**src/rtl/etpi_pkg.sv**
```systemverilog
package etpi_pkg;

   localparam int EDGE_TIME_W = 48;
   localparam int TICK_W      = 15;
   localparam int DEN_W       = 13;
   localparam int WORD_W      = 32;
   localparam int IDX_W       = 6;

   localparam logic [TICK_W-1:0] DUR_MAX        = 15'h7FFF;
   localparam logic [4:0]        TICK_SCALE     = 5'd25;
   localparam logic [8:0]        DIV_ZERO_VALUE = 9'd256;
   localparam logic [7:0]        DIV_MASK       = 8'hFF;

   typedef struct packed {
      logic [EDGE_TIME_W-1:0] edge_time;
      logic                   edge_level;
      logic                   final_edge;
   } req_type;

   typedef struct packed {
      logic [WORD_W-1:0] item_word;
      logic [IDX_W-1:0]  item_index;
      logic              capture_done;
   } rsp_type;

   typedef enum logic [1:0] {
      ST_IDLE,
      ST_DIVIDE,
      ST_EMIT
   } state_type;

   function automatic logic [WORD_W-1:0] pack_item(
      input logic [TICK_W-1:0] d0,
      input logic              l0,
      input logic [TICK_W-1:0] d1,
      input logic              l1
   );
      return {l1, d1, l0, d0};
   endfunction

   // divider 0 stands for 256, tick period is div*25 half-ns units
   function automatic logic [DEN_W-1:0] tick_denominator(input logic [7:0] divider);
      logic [8:0] div9;
      div9 = ((divider & DIV_MASK) == 8'd0) ? DIV_ZERO_VALUE : {1'b0, divider};
      return DEN_W'(div9 * TICK_SCALE);
   endfunction

endpackage

```
**src/rtl/etpi_req_if.sv**
```systemverilog
interface etpi_req_if import etpi_pkg::*; ();
   logic    valid;
   logic    ready;
   req_type data;

   modport source (output valid, output data, input ready);
   modport sink (input valid, input data, output ready);
endinterface

```
**src/rtl/etpi_rsp_if.sv**
```systemverilog
interface etpi_rsp_if import etpi_pkg::*; ();
   logic    valid;
   logic    ready;
   rsp_type data;

   modport source (output valid, output data, input ready);
   modport sink (input valid, input data, output ready);
endinterface

```
**src/rtl/etpi_div.sv**
```systemverilog
module etpi_div import etpi_pkg::*; #(
   parameter int NUM_W = 49
) (
   input  logic                clock,
   input  logic                reset,
   input  logic                start,
   input  logic [NUM_W-1:0]    numer,
   input  logic [DEN_W-1:0]    denom,
   output logic                done,
   output logic [TICK_W-1:0]   ticks
);

   localparam int CNT_W = $clog2(NUM_W + 1);

   logic [NUM_W-1:0]  num_ff, num_in;
   logic [DEN_W-1:0]  den_ff, den_in;
   logic [DEN_W-1:0]  rem_ff, rem_in;
   logic [TICK_W-1:0] quo_ff, quo_in;
   logic              ovf_ff, ovf_in;
   logic [CNT_W-1:0]  cnt_ff, cnt_in;
   logic              busy_ff, busy_in;
   logic              done_ff, done_in;

   logic [DEN_W:0]    trial;
   logic [DEN_W:0]    diff;
   logic              fits;

   // one restoring step per cycle, one quotient bit per numerator bit
   assign trial = {rem_ff, num_ff[NUM_W-1]};
   assign fits  = trial >= {1'b0, den_ff};
   assign diff  = trial - {1'b0, den_ff};

   always_comb begin
      num_in  = num_ff;
      den_in  = den_ff;
      rem_in  = rem_ff;
      quo_in  = quo_ff;
      ovf_in  = ovf_ff;
      cnt_in  = cnt_ff;
      busy_in = busy_ff;
      done_in = 1'b0;
      if (start) begin
         num_in  = numer;
         den_in  = denom;
         rem_in  = '0;
         quo_in  = '0;
         ovf_in  = 1'b0;
         cnt_in  = CNT_W'(NUM_W);
         busy_in = 1'b1;
      end else if (busy_ff) begin
         num_in = num_ff << 1;
         rem_in = fits ? diff[DEN_W-1:0] : trial[DEN_W-1:0];
         quo_in = {quo_ff[TICK_W-2:0], fits};
         // a bit pushed past the top means the tick count saturates
         ovf_in = ovf_ff | quo_ff[TICK_W-1];
         cnt_in = cnt_ff - 1'b1;
         if (cnt_ff == CNT_W'(1)) begin
            busy_in = 1'b0;
            done_in = 1'b1;
         end
      end
   end

   always_ff @(posedge clock) begin
      if (reset) begin
         busy_ff <= 1'b0;
         done_ff <= 1'b0;
         cnt_ff  <= '0;
      end else begin
         busy_ff <= busy_in;
         done_ff <= done_in;
         cnt_ff  <= cnt_in;
      end
      num_ff <= num_in;
      den_ff <= den_in;
      rem_ff <= rem_in;
      quo_ff <= quo_in;
      ovf_ff <= ovf_in;
   end

   assign done  = done_ff;
   assign ticks = ovf_ff ? DUR_MAX : quo_ff;

endmodule

```
**src/rtl/edge_timeline_to_pulse_items.sv**
```systemverilog
// an edge after the first of a capture passes through the restoring divider in
// ST_DIVIDE, then its result words go one at a time to the output register in ST_EMIT
// a new edge is taken only in ST_IDLE, once the divider and the words of the last edge
// are done, so output stalls also hold off input; the first edge of a capture needs
// no divide and leaves the block ready
// reset: synchronous, active high; clears the divider, capture state and output valid
module edge_timeline_to_pulse_items import etpi_pkg::*; #(
   parameter int ITEMS_PER_CHANNEL = 64,
   parameter int TIME_BITS         = 48
) (
   input  logic       clock,
   input  logic       reset,
   etpi_req_if.sink   req_bus,
   etpi_rsp_if.source rsp_bus,
   input  logic       csr_write_enable,
   input  logic [7:0] csr_write_data
);

   localparam int CNT_W = $clog2(ITEMS_PER_CHANNEL + 1);
   localparam int NUM_W = TIME_BITS + 1;

   logic [7:0]             divider_ff;

   state_type              state_ff, state_in;
   logic [EDGE_TIME_W-1:0] prev_time_ff, prev_time_in;
   logic                   prev_level_ff, prev_level_in;
   logic                   seen_ff, seen_in;
   logic [TICK_W-1:0]      half_ticks_ff, half_ticks_in;
   logic                   half_level_ff, half_level_in;
   logic                   half_pending_ff, half_pending_in;
   logic [CNT_W-1:0]       count_ff, count_in;
   logic                   level_ff, level_in;
   logic                   last_ff, last_in;
   logic [WORD_W-1:0]      word_ff [3];
   logic [WORD_W-1:0]      word_in [3];
   logic [1:0]             nword_ff, nword_in;
   logic                   out_valid_ff, out_valid_in;
   rsp_type                out_data_ff, out_data_in;

   logic                   accept;
   logic                   div_start;
   logic                   div_done;
   logic [TICK_W-1:0]      ticks;
   logic [TIME_BITS+EDGE_TIME_W-1:0] now_ext, prev_ext;
   logic [TIME_BITS-1:0]   gap;
   logic [CNT_W+IDX_W-1:0] count_ext;
   logic                   out_free;

   assign now_ext   = {{TIME_BITS{1'b0}}, req_bus.data.edge_time};
   assign prev_ext  = {{TIME_BITS{1'b0}}, prev_time_ff};
   assign gap       = now_ext[TIME_BITS-1:0] - prev_ext[TIME_BITS-1:0];
   assign count_ext = {{IDX_W{1'b0}}, count_ff};
   assign out_free  = !out_valid_ff || rsp_bus.ready;

   assign req_bus.ready = (state_ff == ST_IDLE);
   assign accept        = req_bus.valid && req_bus.ready;
   assign div_start     = accept && seen_ff;

   etpi_div #(
      .NUM_W (NUM_W)
   ) u_div (
      .clock (clock),
      .reset (reset),
      .start (div_start),
      .numer ({gap, 1'b0}),
      .denom (tick_denominator(divider_ff)),
      .done  (div_done),
      .ticks (ticks)
   );

   always_comb begin
      state_in        = state_ff;
      prev_time_in    = prev_time_ff;
      prev_level_in   = prev_level_ff;
      seen_in         = seen_ff;
      half_ticks_in   = half_ticks_ff;
      half_level_in   = half_level_ff;
      half_pending_in = half_pending_ff;
      count_in        = count_ff;
      level_in        = level_ff;
      last_in         = last_ff;
      word_in         = word_ff;
      nword_in        = nword_ff;
      out_valid_in    = out_valid_ff && !rsp_bus.ready;
      out_data_in     = out_data_ff;

      unique case (state_ff)
         ST_IDLE: begin
            if (accept) begin
               level_in = req_bus.data.edge_level;
               last_in  = req_bus.data.final_edge;
               if (seen_ff) begin
                  // the divider takes the gap at this edge, so the new time is kept now
                  prev_time_in = req_bus.data.edge_time;
                  state_in     = ST_DIVIDE;
               end else if (req_bus.data.final_edge) begin
                  prev_time_in  = '0;
                  prev_level_in = 1'b0;
                  seen_in       = 1'b0;
               end else begin
                  prev_time_in  = req_bus.data.edge_time;
                  prev_level_in = req_bus.data.edge_level;
                  seen_in       = 1'b1;
               end
            end
         end
         ST_DIVIDE: begin
            if (div_done) begin
               word_in[2] = '0;
               if (!half_pending_ff) begin
                  word_in[0]      = pack_item(ticks, prev_level_ff, '0, level_ff);
                  word_in[1]      = '0;
                  nword_in        = last_ff ? 2'd2 : 2'd0;
                  half_ticks_in   = ticks;
                  half_level_in   = prev_level_ff;
                  half_pending_in = 1'b1;
               end else begin
                  word_in[0]      = pack_item(half_ticks_ff, half_level_ff, ticks,
                                              prev_level_ff);
                  word_in[1]      = pack_item(ticks, level_ff, '0, 1'b0);
                  nword_in        = last_ff ? 2'd3 : 2'd1;
                  half_pending_in = 1'b0;
               end
               if (last_ff) begin
                  prev_time_in    = '0;
                  prev_level_in   = 1'b0;
                  seen_in         = 1'b0;
                  half_ticks_in   = '0;
                  half_level_in   = 1'b0;
                  half_pending_in = 1'b0;
               end else begin
                  prev_level_in = level_ff;
                  seen_in       = 1'b1;
               end
               state_in = ST_EMIT;
            end
         end
         ST_EMIT: begin
            priority if (nword_ff == 2'd0) begin
               if (last_ff) begin
                  count_in = '0;
               end
               state_in = ST_IDLE;
            end else if (count_ff >= CNT_W'(ITEMS_PER_CHANNEL)) begin
               // item memory full: word dropped
               word_in[0] = word_ff[1];
               word_in[1] = word_ff[2];
               nword_in   = nword_ff - 1'b1;
            end else if (out_free) begin
               out_valid_in             = 1'b1;
               out_data_in.item_word    = word_ff[0];
               out_data_in.item_index   = count_ext[IDX_W-1:0];
               out_data_in.capture_done = last_ff && ((nword_ff == 2'd1) ||
                  (count_ff == CNT_W'(ITEMS_PER_CHANNEL - 1)));
               word_in[0] = word_ff[1];
               word_in[1] = word_ff[2];
               nword_in   = nword_ff - 1'b1;
               count_in   = count_ff + 1'b1;
            end
         end
         default: state_in = ST_IDLE;
      endcase
   end

   always_ff @(posedge clock) begin
      if (reset) begin
         divider_ff      <= '0;
         state_ff        <= ST_IDLE;
         prev_time_ff    <= '0;
         prev_level_ff   <= 1'b0;
         seen_ff         <= 1'b0;
         half_ticks_ff   <= '0;
         half_level_ff   <= 1'b0;
         half_pending_ff <= 1'b0;
         count_ff        <= '0;
         nword_ff        <= '0;
         out_valid_ff    <= 1'b0;
      end else begin
         if (csr_write_enable) begin
            divider_ff <= csr_write_data;
         end
         state_ff        <= state_in;
         prev_time_ff    <= prev_time_in;
         prev_level_ff   <= prev_level_in;
         seen_ff         <= seen_in;
         half_ticks_ff   <= half_ticks_in;
         half_level_ff   <= half_level_in;
         half_pending_ff <= half_pending_in;
         count_ff        <= count_in;
         nword_ff        <= nword_in;
         out_valid_ff    <= out_valid_in;
      end
      level_ff    <= level_in;
      last_ff     <= last_in;
      word_ff     <= word_in;
      out_data_ff <= out_data_in;
   end

   assign rsp_bus.valid = out_valid_ff;
   assign rsp_bus.data  = out_data_ff;

endmodule

```
**src/flat_wrapper.sv**
```systemverilog
// flat-port wrapper written by rule: the top's interface ports become plain ports
module edge_timeline_to_pulse_items_flat import etpi_pkg::*;
#(
   parameter int ITEMS_PER_CHANNEL = 64,
   parameter int TIME_BITS         = 48
)
  (clock, reset, csr_write_enable, csr_write_data, req_bus_valid, req_bus_data, req_bus_ready, rsp_bus_valid, rsp_bus_data, rsp_bus_ready);
  etpi_req_if req_bus_i ();
  etpi_rsp_if rsp_bus_i ();
  input  logic clock;
  input  logic reset;
  input  logic csr_write_enable;
  input  logic [7:0] csr_write_data;
  input wire logic [$bits(req_bus_i.valid)-1:0] req_bus_valid;
  input wire logic [$bits(req_bus_i.data)-1:0] req_bus_data;
  output wire logic [$bits(req_bus_i.ready)-1:0] req_bus_ready;
  output wire logic [$bits(rsp_bus_i.valid)-1:0] rsp_bus_valid;
  output wire logic [$bits(rsp_bus_i.data)-1:0] rsp_bus_data;
  input wire logic [$bits(rsp_bus_i.ready)-1:0] rsp_bus_ready;
  assign req_bus_i.valid = req_bus_valid;
  assign req_bus_i.data = req_bus_data;
  assign req_bus_ready = req_bus_i.ready;
  assign rsp_bus_valid = rsp_bus_i.valid;
  assign rsp_bus_data = rsp_bus_i.data;
  assign rsp_bus_i.ready = rsp_bus_ready;
  edge_timeline_to_pulse_items #(.ITEMS_PER_CHANNEL(ITEMS_PER_CHANNEL), .TIME_BITS(TIME_BITS)) u_core (.clock(clock), .reset(reset), .req_bus(req_bus_i), .rsp_bus(rsp_bus_i), .csr_write_enable(csr_write_enable), .csr_write_data(csr_write_data));
endmodule
```
**config.mk**
```make
export PLATFORM = sky130hd
export DESIGN_NAME = edge_timeline_to_pulse_items_flat
export DESIGN_NICKNAME = d
export VERILOG_FILES = /design/src/rtl/etpi_pkg.sv /design/src/rtl/etpi_req_if.sv /design/src/rtl/etpi_rsp_if.sv /design/src/rtl/etpi_div.sv /design/src/rtl/edge_timeline_to_pulse_items.sv /design/src/flat_wrapper.sv
export SDC_FILE = /design/constraint.sdc
export NUM_CORES = 1
export LEC_CHECK = 0
export ABC_AREA = 1
export BUFFER_PORTS_ARGS = -buffer_cell sky130_fd_sc_hd__buf_2
export CORE_ASPECT_RATIO = 1.5
export CORE_MARGIN = 10
export CORE_UTILIZATION = 50
export DETAILED_ROUTE_END_ITERATION = 10
export PLACE_DENSITY = 0.69
export SYNTH_ARGS = -nofsm -noshare
export SYNTH_HDL_FRONTEND = slang
export SYNTH_SLANG_ARGS = --single-unit
```
**constraint.sdc**
```tcl
create_clock -name clock -period 3.25 [get_ports clock]
set_input_delay 0 -clock clock [delete_from_list [all_inputs] [get_ports clock]]
set_output_delay 0 -clock clock [all_outputs]
set_load 0.005 [all_outputs]
```
==> run summary, run 1 <==
The run gives 13,922 as the via count of the first global-routing pass. At the end of the flow, the number of nets in the layout was 2,475. Cells with a size suffix above 1 make up 13.1% of the layout.

The clock arrives with 0.0146 ns of skew. The tools report the total overflow reported by the global router as 0. The proportion of netlist area held by the largest area contributor was 25.6%; the count of non-filler cells in the finished layout was 2,739. The average via count per standard cell was 5.04.

Number of maximum-capacitance violations: 0. The slew at the pin closest to its max-slew limit is 0.748 ns, and the number of iterations in the first detailed-routing pass is 5. Average wire per standard cell: 14.7 um.

Data arrival time of the critical path: 3.46 ns. The mean cell area of the mapped netlist is 7.48 sq um, and the total routing usage reported by global routing is 20.2%. The logs give 33.4% for the share of total power in the clock network and 0.441 mV for the largest vdd supply drop. In the synthesized netlist, the number of instances is 2,120. The tools report the sink count of the clock tree as 259.

The area growth from synthesis to layout is 17.7%. The cell-internal power came out at 6.22 mW. The logs give 0 for the number of routed nets with antenna violations and 54 for the unique cell type count in the Yosys netlist.

The tools report the weighted congestion at the end of routability-driven global placement as 0.968. Clock transition at the registers of the reported paths: 0.06 ns. The relative contribution of sequential cells to total power is 40.9%. The total area inside the core boundary comes to 31,100 sq um.

The post-synthesis sequential area ratio was 41.2%; the leakage power total was 9.04 nW. The run gives 0 as the count of inserted antenna diode cells. In the post-synthesis netlist, the cell with the most instances is sky130_fd_sc_hd__nand2_1. Ranked by total cell area, the synthesized netlist is headed by sky130_fd_sc_hd__edfxtp_1 26%, sky130_fd_sc_hd__dfxtp_1 16%, sky130_fd_sc_hd__nand2_1 15%. In this run the worst path has a maximum fanout of 3. Maximum level of the CTS H-tree: 1. STA classifies the critical path endpoint as a flop. Measured on the finished design, the core utilization comes to 60.0%. The tools report the critical path launch point type as a flop.

Pin placement for this block handled 104 I/O pins. Overall power consumption after layout is estimated at 9.12 mW. Measured against its own limit, the worst slew margin works out to 50.0%.

TritonCTS built the clock tree. Critical path start-end classification: reg2reg. Based on the critical path, the design can be clocked at up to 319 MHz. The share of the clock period used by the worst path after layout works out to 96.6%. The post-detailed-route DRC marker count was 0; the reported net switching power was 2.90 mW.

After synthesis, the share of flip-flops with an asynchronous set or reset is 0%. The number of antenna violations at the first check in global routing came out at 0. The most used flip-flop cell after synthesis is sky130_fd_sc_hd__edfxtp_1. The number of enable flip-flop cells after synthesis came out at 135. Net switching is 31.8% of the power. For the cell count after placement, the log shows 2,605. The flow ran to the end, and the final reports show no timing, DRC or antenna violations.

At the worst endpoint, the required time is 3.57 ns. The floorplan step set the die width to 165 um. Clock buffer count from CTS: 27.

The synthesized design contains 259 register bits. The number of nets in the synthesized netlist is 2,282. The routed layout has 13,800 vias. Largest net degree at the start of global routing: 48. The worst min-delay path class was in2reg.

The worst hold margin was 0.204 ns; the total setup violations reported at the end of the flow was 0. In this run the power density over the cells is 488 nW/um^2. Number of violations reported at the end of detailed-routing iteration 0: 707.

The number of port buffers came out at 103. The first-pass GRT wire length was 65,800 um. Setup repair after global routing could not meet its margin everywhere. In this run the vertical extent of the chip is 238 um. The worst-skew pair later-pin latency was 0.57 ns. The tree is rooted in a sky130_fd_sc_hd__clkbuf_16. Die outline area: 39,400 sq um. The part of the power in combinational logic is 25.8%, and the final-report hold violation count is 0.

The wire-length estimate of the detail-placed layout is 29,600 um. Number of pins exceeding their max-slew limit in the final report: 0. Sorting the synthesized cells by how often they occur yields 626 x sky130_fd_sc_hd__nand2_1, 389 x sky130_fd_sc_hd__inv_1, 184 x sky130_fd_sc_hd__nor2_1.

The final wirelength was 40,100 um. Summed over all instances, the cell type with the most area after synthesis is sky130_fd_sc_hd__edfxtp_1. The time the final worst path needs with I/O delays and setup is 3.14 ns, and the number of standard-cell rows in the floorplan is 79.

The initial utilization of the core area, before any placement, comes to 50.9%. The run gives 3 as the buffer levels on the longest clock path. The Yosys step of the flow raised 0 warnings. After synthesis the cells add up to 15,900 sq um.
## cells in the final DEF, fill, tap and decap left out, types with 5 or more instances in the layout
master                            n
sky130_fd_sc_hd__a211oi_1         8
sky130_fd_sc_hd__a211oi_2        40
sky130_fd_sc_hd__a21oi_1        158
sky130_fd_sc_hd__a21oi_2          5
sky130_fd_sc_hd__a22oi_1         14
sky130_fd_sc_hd__buf_2          102
sky130_fd_sc_hd__buf_4           34
sky130_fd_sc_hd__clkbuf_1         9
sky130_fd_sc_hd__clkbuf_16       28
sky130_fd_sc_hd__dfxtp_1        116
sky130_fd_sc_hd__dfxtp_2          8
sky130_fd_sc_hd__dlygate4sd3_1   77
sky130_fd_sc_hd__edfxtp_1       135
sky130_fd_sc_hd__fa_1             5
sky130_fd_sc_hd__ha_1            87
sky130_fd_sc_hd__ha_4             6
sky130_fd_sc_hd__inv_1          378
sky130_fd_sc_hd__inv_2           25
sky130_fd_sc_hd__nand2_1        623
sky130_fd_sc_hd__nand2_2         13
sky130_fd_sc_hd__nand3_1         81
sky130_fd_sc_hd__nand3b_1         7
sky130_fd_sc_hd__nand4_1         16
sky130_fd_sc_hd__nor2_1         180
sky130_fd_sc_hd__nor2_2           9
sky130_fd_sc_hd__nor2_4           6
sky130_fd_sc_hd__nor3_1          14
sky130_fd_sc_hd__o21ai_0         27
sky130_fd_sc_hd__o21ai_1         22
sky130_fd_sc_hd__xnor2_1         21
sky130_fd_sc_hd__xor2_1          20
## worst paths after layout
check | start | endpoint | slack (ns) | cells after the start
setup / recovery | u_core.divider_ff[1] | u_core.u_div.den_ff[10] | 0.11 | 18
hold / removal | req_bus_data[1] | u_core.level_ff | 0.20 | 2
setup reg to reg | u_core.divider_ff[1] | u_core.u_div.den_ff[10] | 0.11 | 18
hold reg to reg | u_core.word_ff[77] | u_core.rsp_bus.data[20] | 0.42 | 0
## logic make-up after synthesis
family                   synth area share (%)
AND/OR/NAND/NOR                          25.1
buffers and inverters                    11.3
AO/OA/AOI/OAI                            12.0
flip-flops                               41.2
adder cells (fa/ha/maj)                  8.09
XOR/XNOR                                 2.26
multiplexers                           0.0631
## through the flow
step	TNS, ns	instance area [sq um]	worst slack, ns
after global routing	-0.153	18700	-0.0588
after detailed placement	-0.00526	16900	-0.00526
final	0	18700	0.111
after global placement	0	16900	0.0303
after CTS	0	18500	0.0109
after floorplan	-0.0108	15900	-0.0108
## routing by layer
layer	track usage [%]	routed length, um	vias to the layer above
li1	-	-	7107
met1	21.6	15500	6326
met2	38.6	21400	286
met5	0	0	-
met3	2.21	1670	81
met4	8.70	1540	0
## registers in the layout, indices dropped and copies added (netlist names), 2 cells and up
register and count:
u_core.divider_ff 8, u_core.state_ff 2, u_core.u_div.num_ff 48, u_core.count_ff 7, u_core.prev_time_ff 48, u_core.u_div.den_ff 13, u_core.rsp_bus.data 39, u_core.word_ff 33
u_core.half_ticks_ff 15, u_core.nword_ff 2, u_core.u_div.quo_ff 15, u_core.u_div.cnt_ff 6, u_core.u_div.rem_ff 13
## critical path, stage by stage (launching register included)
cell	delay (ns)
sky130_fd_sc_hd__dfxtp_2	0.32
sky130_fd_sc_hd__inv_2	0.08
sky130_fd_sc_hd__ha_4	0.13
sky130_fd_sc_hd__nand4_1	0.17
sky130_fd_sc_hd__buf_4	0.19
sky130_fd_sc_hd__nand2_2	0.06
sky130_fd_sc_hd__xor2_1	0.14
sky130_fd_sc_hd__inv_1	0.08
sky130_fd_sc_hd__ha_4	0.26
sky130_fd_sc_hd__inv_2	0.03
sky130_fd_sc_hd__fa_1	0.51
sky130_fd_sc_hd__inv_2	0.05
sky130_fd_sc_hd__ha_4	0.24
sky130_fd_sc_hd__a21oi_2	0.12
sky130_fd_sc_hd__nand2_2	0.09
sky130_fd_sc_hd__a21oi_2	0.14
sky130_fd_sc_hd__nor2_1	0.05
sky130_fd_sc_hd__nor2_1	0.13
sky130_fd_sc_hd__xnor2_1	0.09
## area by class of cell
cell class                      count  area, sq um
Multi-Input combinational cell   1403         7650
Clock inverter                     12          109
Tap cell                          405          507
Inverter                          407         1540
Clock buffer                       38          748
Fill cell                        2839        12500
Sequential cell                   259         6550
Timing Repair Buffer              215         1580
## power by group through the flow
stage / registers [mW] / clock network (mW) / logic, mW
5_1_grt: 3.74 / 3.22 / 2.68
3_5_place_dp: 3.79 / 0 / 2.21
4_1_cts: 3.72 / 3.10 / 2.31
6_report: 3.73 / 3.04 / 2.35
2_1_floorplan: 3.77 / 0 / 1.68
3_3_place_gp: 3.79 / 0 / 2.18
## timing repair
| item | in CTS | in global routing |
|---|---|---|
| resized for setup | 1 | 37 |
| endpoints found under the hold margin | 89 | 0 |
| setup endpoints to repair | 2 | 5 |
| pin swaps | 2 | 12 |
| setup buffers | 3 | 4 |
| hold buffers | 77 | 0 |
(Power assumes the default switching activity.)
==> inputs of run 2 (changes only) <==
Settings changed: CTS_BUF_LIST set to sky130_fd_sc_hd__clkbuf_4.
==> run 2 against run 1 <==
Flip-flop and latch count unchanged; fmax is 0.48% higher; non-clock buffer count increased by 3; sequential power hardly changed; design area grew 0.20%; critical path depth shrank 2; global-route usage grew 0.57 points; clock-buffer cell count rose by 69; wire length rose by 1.7%; clock skew up 0.020 ns; largest cell class unchanged.
==> run summary, run 2 (synthesis results as in run 1) <==
The buffer levels on the longest clock path was 3 (unchanged). The total routing usage reported by global routing is 20.8% (+0.57 points). The signal on the critical path passes through inv_2, ha_2, nand4_1, inv_2, nor2_1, ha_1, ha_1, inv_1, fa_1, inv_1, ha_4, nand3_1, nand2_2, nand4_1, o211a_1, xor2_1. For the part of the power in combinational logic, the log shows 26.0% (+0.2 points).

The reported net switching power was 2.99 mW (+3.2%); the via count of the first global-routing pass was 14,305 (+2.8%). The worst hold margin was 0.101 ns (-0.103 ns); the cell count of the worst hold path was 4 (+2). The run gives 2 (+2) as the number of antenna violations at the first check in global routing. The run gives 48 (unchanged) as the largest net degree at the start of global routing. The achievable frequency is 320 MHz (+0.48%). Average via count per standard cell: 5.01 (-0.51%). The largest vdd supply drop is 0.292 mV (-34%), and the total core area is 31,100 sq um (unchanged). The total overflow reported by the global router was 0 (unchanged); the time the final worst path needs with I/O delays and setup was 3.12 ns (-0.0150 ns). The number of ports placed on the die boundary came out at 104 (unchanged). The run gives 0.0347 ns (+0.0201 ns) as the largest clock skew in the final design. The maximum fanout along the worst path is 5 (+2). The number of cells traversed by the worst register-to-register path is 16 (-2), and the die outline area is 39,400 sq um (unchanged). The total setup violations reported at the end of the flow came out at 0 (unchanged). The logs give 18,700 sq um (+0.20%) for the final cell area excluding filler cells and 50.9% (unchanged) for the initial cell density of the core. The flow ran to the end, and the final reports show no timing, DRC or antenna violations.

The die outline width is 165 um (unchanged). The worst setup path is of the reg2reg kind. Number of pins exceeding their max-slew limit in the final report: 0 (unchanged). TritonCTS built the clock tree. The tools report the required time of the worst setup path as 3.71 ns (+0.14 ns). Clock transition at the registers of the reported paths: 0.06 ns (about the same).

The worst min-delay path class is in2reg. Switching share of power: 33.2% (+1.4 points). The number of port buffers works out to 103 (unchanged).

The die boundary height works out to 238 um (unchanged). The number of routed nets with antenna violations is 0 (unchanged). The worst-case register-to-register setup slack is 0.13 ns (about the same). The tools report the number of maximum-capacitance violations as 0 (unchanged). The delay of the slowest critical-path stage was 0.53 ns (+0.02 ns). The worst register-to-register path ends at u_core.u_div.den_ff[12]. The average wire per standard cell came out at 14.5 um (-1.2%). The beginning of the worst hold path was req_bus_data[2]. Leaving out fill and tap cells, the most frequent cells in the layout are 623 x sky130_fd_sc_hd__nand2_1, 381 x sky130_fd_sc_hd__inv_1, 181 x sky130_fd_sc_hd__nor2_1. The half-perimeter wire length of the detailed placement result was 29,600 um (unchanged). The ratio of cells with drive above 1 in the final layout was 15.4% (+2.3 points). The kind of cell with the highest combined delay along the critical path is adder cells. For hold timing, the worst endpoint is u_core.prev_time_ff[0]. The share of the clock period used by the worst path after layout works out to 96.1% (-0.46 points). The final-report hold violation count is 0 (unchanged).

The tools report the sink count of the clock tree as 259 (unchanged). For the weighted congestion at the end of routability-driven global placement, the log shows 0.968 (unchanged). The slew at the pin closest to its max-slew limit is 0.758 ns (+0.0101 ns).

The area growth from synthesis to layout was 17.9%. Tracing the worst setup path back leads to its startpoint at u_core.divider_ff[4]. The tools report the worst slew margin relative to its limit as 49.3% (-0.68 points).

The run gives 32.7% (-0.7 points) as the share of total power in the clock network. The ratio of total power to cell area works out to 482 nW/um^2 (-1.3%). The worst setup path is launched from a flop.

The tools report the worst-skew pair later-pin latency as 0.75 ns (+0.18 ns). The number of iterations in the first detailed-routing pass was 7 (+2); the final wirelength was 40,800 um (+1.7%). The tools report the start of the worst register-to-register path as u_core.divider_ff[4]. For the number of inserted filler cells in the final layout, the log shows 2,877 (+1.3%). For the data arrival time of the critical path, the log shows 3.59 ns (+0.13 ns).

The detailed-route via count came out at 14,135 (+2.4%). The tools report the maximum level of the CTS H-tree as 3 (+2). The logs give 585 (-17%) for the number of violations reported at the end of detailed-routing iteration 0 and 2,519 (+1.8%) for the net count reported at finish. The master of the slowest instance on the critical path was sky130_fd_sc_hd__fa_1. The total buffers and inverters traversed by the critical path was 4 (-1). First-pass GRT wire length: 67,000 um (+1.7%). Most common cell after layout, fill and taps aside: sky130_fd_sc_hd__nand2_1. The number of standard-cell rows in the floorplan is 79 (unchanged), and the relative contribution of sequential cells to total power is 41.3% (+0.4 points). The leakage power total is 9.17 nW (+1.5%), and the total cell area at the placement stage is 16,900 sq um (unchanged). In this run the clock root is driven by a sky130_fd_sc_hd__clkbuf_4. The post-detailed-route DRC marker count is 0 (unchanged), and the clock buffer count from CTS is 68 (+150%). STA classifies the critical path endpoint as a flop. The cell-internal power is 6.03 mW (-3.0%).
## run 2: metal layers
| layer | routed length, um | GRT usage [%] | share of wire (%) |
|---|---|---|---|
| met1 | 15500 | 21.2 | 38 |
| met2 | 21900 | 39.1 | 54 |
| met3 | 1800 | 3.19 | 4.4 |
| met4 | 1690 | 11.0 | 4.1 |
| met5 | 0 | 0 | 0 |
## run 2: final cells by class
type / count / area (sq um) / area share, %
multi-input combinational: 1403 / 7600 / 40.7
clock inverter: 19 / 97.6 / 0.522
timing repair buffer: 218 / 1610 / 8.61
sequential: 259 / 6540 / 35.0
tap: 405 / 507 / 2.71
clock buffer: 107 / 803 / 4.29
inverter: 407 / 1540 / 8.21
antenna: 2 / 5.00 / 0.0268
## run 2: power by group through the flow
| stage | Clock, mW | Combinational (mW) | Sequential [mW] |
|---|---|---|---|
| after floorplan | 0 | 1.68 | 3.77 |
| after global routing | 3.18 | 2.67 | 3.74 |
| after global placement | 0 | 2.18 | 3.79 |
| after detailed placement | 0 | 2.21 | 3.79 |
| final | 2.95 | 2.35 | 3.73 |
| after CTS | 3.04 | 2.32 | 3.72 |
## run 2: timing repair
action,in CTS,in global routing
hold endpoints to repair,150,0
setup endpoints to repair,2,5
pin swaps,4,12
buffers inserted,4,1
gates resized for setup,3,24
hold buffers,82,0
## run 2: worst reg2reg max path, stage by stage (launching register included)
cell	delay, ns
sky130_fd_sc_hd__dfxtp_2	0.33
sky130_fd_sc_hd__inv_2	0.06
sky130_fd_sc_hd__ha_2	0.17
sky130_fd_sc_hd__nand4_1	0.15
sky130_fd_sc_hd__inv_2	0.16
sky130_fd_sc_hd__nor2_1	0.08
sky130_fd_sc_hd__ha_1	0.19
sky130_fd_sc_hd__ha_1	0.27
sky130_fd_sc_hd__inv_1	0.05
sky130_fd_sc_hd__fa_1	0.53
sky130_fd_sc_hd__inv_1	0.06
sky130_fd_sc_hd__ha_4	0.28
sky130_fd_sc_hd__nand3_1	0.08
sky130_fd_sc_hd__nand2_2	0.11
sky130_fd_sc_hd__nand4_1	0.08
sky130_fd_sc_hd__o211a_1	0.13
sky130_fd_sc_hd__xor2_1	0.14
## run 2: through the flow
stage	TNS [ns]	util (%)	power, mW	instances	worst slack, ns
final	0	60.1	9.02	2820	0.126
after floorplan	-0.0108	-	5.46	2120	-0.0108
after global routing	-0.0765	60.1	9.59	2820	-0.0398
after global placement	0	54.2	5.97	2605	0.0303
after CTS	0	59.9	9.08	2817	0.0584
after detailed placement	-0.00526	54.2	6.00	2605	-0.00526
## run 2: worst max path at each step
stage / to / slack [ns] / cells after the start
after floorplan: u_core.u_div.den_ff[10] / -0.01 / 18
after detailed placement: u_core.u_div.den_ff[10] / -0.005 / 18
after global routing: u_core.u_div.den_ff[10] / -0.04 / 18
after global placement: u_core.u_div.den_ff[10] / 0.03 / 18
final: u_core.u_div.den_ff[12] / 0.13 / 16
after CTS: u_core.u_div.den_ff[10] / 0.06 / 18
